**src/sv/fet_pkg.sv**
```systemverilog
// Shared widths, codes and defaults for the free extent table.
`timescale 1ns / 1ps
package fet_pkg;

    localparam int MAX_EXTENTS_DEF  = 64;
    localparam int HEADER_BYTES_DEF = 24;

    localparam int W_WORD    = 32;
    localparam int W_STATUS  = 2;
    localparam int W_COUNT   = 7;
    localparam int W_CFG_IDX = 1;

    localparam logic CMD_ALLOC = 1'b0;
    localparam logic CMD_FREE  = 1'b1;

    localparam logic [W_STATUS-1:0] ST_OK        = 2'd0;
    localparam logic [W_STATUS-1:0] ST_EXHAUSTED = 2'd1;
    localparam logic [W_STATUS-1:0] ST_FULL      = 2'd2;

    localparam logic [W_CFG_IDX-1:0] CFG_HEAP_BASE  = 1'b0;
    localparam logic [W_CFG_IDX-1:0] CFG_HEAP_LIMIT = 1'b1;

endpackage

```
**src/sv/fet_alu.sv**
```systemverilog
// Shared adder with compare and saturation used by the sequencer's add and compare steps.
`timescale 1ns / 1ps
module fet_alu import fet_pkg::*; (
    input  logic [W_WORD:0]    i_a,
    input  logic [W_WORD-1:0]  i_b,
    input  logic [W_WORD-1:0]  i_c,
    output logic [W_WORD+1:0]  o_sum,
    output logic               o_lt,
    output logic               o_gt,
    output logic [W_WORD-1:0]  o_sat
);
    logic [W_WORD+1:0] w_c_ext;

    assign o_sum   = {1'b0, i_a} + {2'b00, i_b};
    assign w_c_ext = {2'b00, i_c};
    assign o_lt    = (o_sum < w_c_ext);
    assign o_gt    = (o_sum > w_c_ext);
    // clamp a grown length at the all-ones word
    assign o_sat   = (|o_sum[W_WORD+1:W_WORD]) ? '1 : o_sum[W_WORD-1:0];
endmodule

```
**config.mk**
```make
export PLATFORM = sky130hd
export DESIGN_NAME = fet_alu
export DESIGN_NICKNAME = d
export VERILOG_FILES = /design/src/sv/fet_pkg.sv /design/src/sv/fet_alu.sv
export SDC_FILE = /design/constraint.sdc
export NUM_CORES = 1
export LEC_CHECK = 0
export ABC_AREA = 1
export BUFFER_PORTS_ARGS = -buffer_cell sky130_fd_sc_hd__buf_2
export CAP_MARGIN = 25
export CELL_PAD_IN_SITES_DETAIL_PLACEMENT = 1
export CELL_PAD_IN_SITES_GLOBAL_PLACEMENT = 1
export CORE_MARGIN = 4
export CORE_UTILIZATION = 25
export DETAILED_ROUTE_END_ITERATION = 6
export PLACE_DENSITY = 0.76
export SLEW_MARGIN = 20
export SYNTH_ARGS = -nofsm -noshare
export SYNTH_HDL_FRONTEND = slang
export SYNTH_SLANG_ARGS = --single-unit
```
**constraint.sdc**
```tcl
create_clock -name vclk -period 3.8
set_input_delay 0.76 -clock vclk [all_inputs]
set_output_delay 0.76 -clock vclk [all_outputs]
set_load 0.01 [all_outputs]
```
==> reports/qor.txt <==
Status -> complete, but fails checks
Failing checks -> setup timing
Worst-Margin Slew -> 0.4770 ns
Fill cells -> 1,818
Worst Path Max Fanout -> 3
Max-cap violations -> 0
Routed Antenna Nets -> 0
Vias per cell -> 4.940
Placed cell area -> 5727 sq um
Post-route non-filler standard cell count -> 1,130
Fin worst setup slack -> -0.8257 ns
DRT Pass-1 Iters -> 4
Tot Pwr -> 1.685 mW
Arrival time worst endpoint -> 3.87 ns
Most common cell in the netlist -> nand2_1
Setup TNS -> -2.351 ns
Crit share post-route -> 121.7%
Synth area leaders -> ha_1 (24%), nand2_1 (15%), inv_1 (13%)
Cells after Synth -> 594
Switching power -> 912.7 uW
Buf+Inv Stages, Crit Path -> 5
Die width -> 124.4 microns
Register area share after synthesis -> 0%
Worst path required time -> 3.04 ns
DR DRC count -> 0
Setup Viol. Count Final -> 29
Sw frac -> 54.18%
DR vias -> 5,582
Area delta synth->final -> 93.09%
Syn_nets -> 756
Share of cells above drive strength 1 -> 54.56%
Post-synth top cells -> nand2_1 (134), inv_1 (120), ha_1 (64), nor2_1 (56), a21oi_1 (46)
Multi-input logic area -> 3417 sq um
Leakage -> 3.657 nW
Final Hold Fails -> 0
Register area -> 0 sq um
Die height -> 124.4 microns
Final #Nets -> 1,117
Post-DR wirelength/cell -> 19.62 microns
Inst Count DP -> 1,103
Clkbuf count -> 0
Hold crit path type -> input pin to primary output
Hold Crit Depth -> 3
Initial DRC count -> 382
Global placement routability congestion -> 0.9271
Library cells used by synthesis -> 37
Relative slew slack -> 67.86%
Cell family contributing the most delay on the critical path -> simple AND/OR/NAND/NOR gates
Power Dens Cells -> 257.6 nW/um^2
Congestion Overflow GR -> 0
Dpl ws -> -0.9048 ns
Top-area cell type share of the netlist area -> 23.64%
Seq_cells -> 0
GR Util All Layers -> 22.29%
Hold Startpoint -> i_b[0]
Final slew viol count -> 0
Pin count of the biggest net entering global routing -> 15
Core Rows -> 42
Highest Clock Rate -> 216.2 MHz
RSZ-0062 raised after global routing -> true
Yosys warning count -> 0
Fin crit period -> 4.626 ns
Max incr delay on CP -> 0.39 ns
Slowest stage cell, crit path -> fa_2
I/O pin cnt -> 165
Design area -> 6540 sq um
Initial Util -> 25.58%
Vias in the first global route -> 5,767
Synthesized area per cell -> 5.702 sq um
Detailed Route WL -> 22,170 microns
First-pass GRT wire length -> 28,890 microns
CP Launch Type -> input pin
Most frequent CP cell -> nand2_1
Clock Power Share -> 0%
Int Power -> 771.9 uW
Critical path class -> input pin to primary output
Hold Path End -> o_sum[0]
Port bufs -> 165
Largest area contributor in the netlist -> ha_1
Initial antenna violation count -> 1
Worst VDD drop -> 0.06649 mV
Crit end category -> primary output
Combinational Power Share -> 100.0%
Die ar. -> 15,470 sq um
Post-synthesis cell area -> 3387 sq um
Core area -> 13,240 sq um
DP HPWL -> 14,550 microns
Seq pwr share -> 0%
## cells by family (layout without fill, tap and decap cells)
family          count (synthesis)  in the layout  synth area share [%]
simple gates                  280            280                 37.90
buf+inv                       132            491                 16.22
compound gates                 96             96                 16.22
fa+ha+maj                      65             65                 24.23
xor+xnor                       21             21                 5.430
other cells                     0              1                     0
## worst max path at each step
stage	start	endpoint	cells after the start
after global routing	i_b[0]	o_gt	30
after floorplan	i_a[0]	o_gt	28
after detailed placement	i_a[4]	o_gt	27
after global placement	i_a[12]	o_gt	26
final	i_a[0]	o_gt	30
after CTS	i_b[0]	o_gt	30
## cells in the final DEF, fill, tap and decap left out, types with 2 or more instances in the layout
master / netlist / routed
buf_2: 0 / 159
nand2_4: 0 / 3
ha_1: 64 / 47
buf_6: 0 / 9
nand2_1: 134 / 114
xor2_2: 0 / 5
nand3_2: 2 / 4
nand2_2: 36 / 53
o21ai_1: 8 / 10
buf_4: 0 / 190
o21ai_4: 1 / 4
a211oi_1: 4 / 3
a21oi_4: 0 / 3
nor3_1: 6 / 2
xnor2_1: 2 / 2
buf_12: 3 / 3
o21ai_0: 19 / 12
inv_1: 120 / 114
ha_4: 0 / 16
o21ai_2: 1 / 3
xor2_1: 19 / 13
nor2_2: 8 / 18
nand3_1: 22 / 19
nor2_1: 56 / 41
nor3_2: 1 / 5
a21o_1: 7 / 7
o211ai_1: 2 / 2
a21oi_1: 46 / 32
nand3b_1: 5 / 5
a21oi_2: 2 / 13
nand4_1: 4 / 4
nor2_4: 1 / 6
o21a_1: 2 / 2
inv_2: 7 / 13
## power by group through the flow
stage                     combinational, mW    clock [mW]  sequential [mW]
after global routing                   1.80  0.0000000352                0
after CTS                              1.44             0                0
after floorplan                       0.659             0                0
final                                  1.68  0.0000000353                0
after global placement                 1.30             0                0
after detailed placement               1.35             0                0
## layer usage
layer / track usage (%) / part of all wire (%) / vias up
met4: 6.319 / 4.2 / 0
li1: - / - / 2595
met1: 26.56 / 41 / 2686
met2: 42.27 / 50 / 231
met5: 0 / 0 / -
met3: 1.801 / 4.6 / 70
## final cells by class
type	count	area share (%)
tap	176	3.367
inverter	129	7.519
antenna	1	0.03826
timing repair buffer	362	36.83
multi-input combinational	462	52.25
## through the flow
stage	hold slack, ns	utilization (%)
after floorplan	1.638	-
after global placement	1.856	43.24
after detailed placement	1.865	43.24
after CTS	1.830	45.65
after global routing	1.837	49.39
final	1.827	49.39
## timing repair
| item | 4_1_cts | 5_1_grt |
|---|---|---|
| endpoints found under the setup margin | 2 | 37 |
| resized for setup | 39 | 87 |
| hold buffers | 0 | 0 |
| endpoints found under the hold margin | 0 | 0 |
| cloned | 0 | 1 |
| setup buffers | 18 | 11 |
| pin swaps | 24 | 37 |
Power figures use the tool's default switching activity.
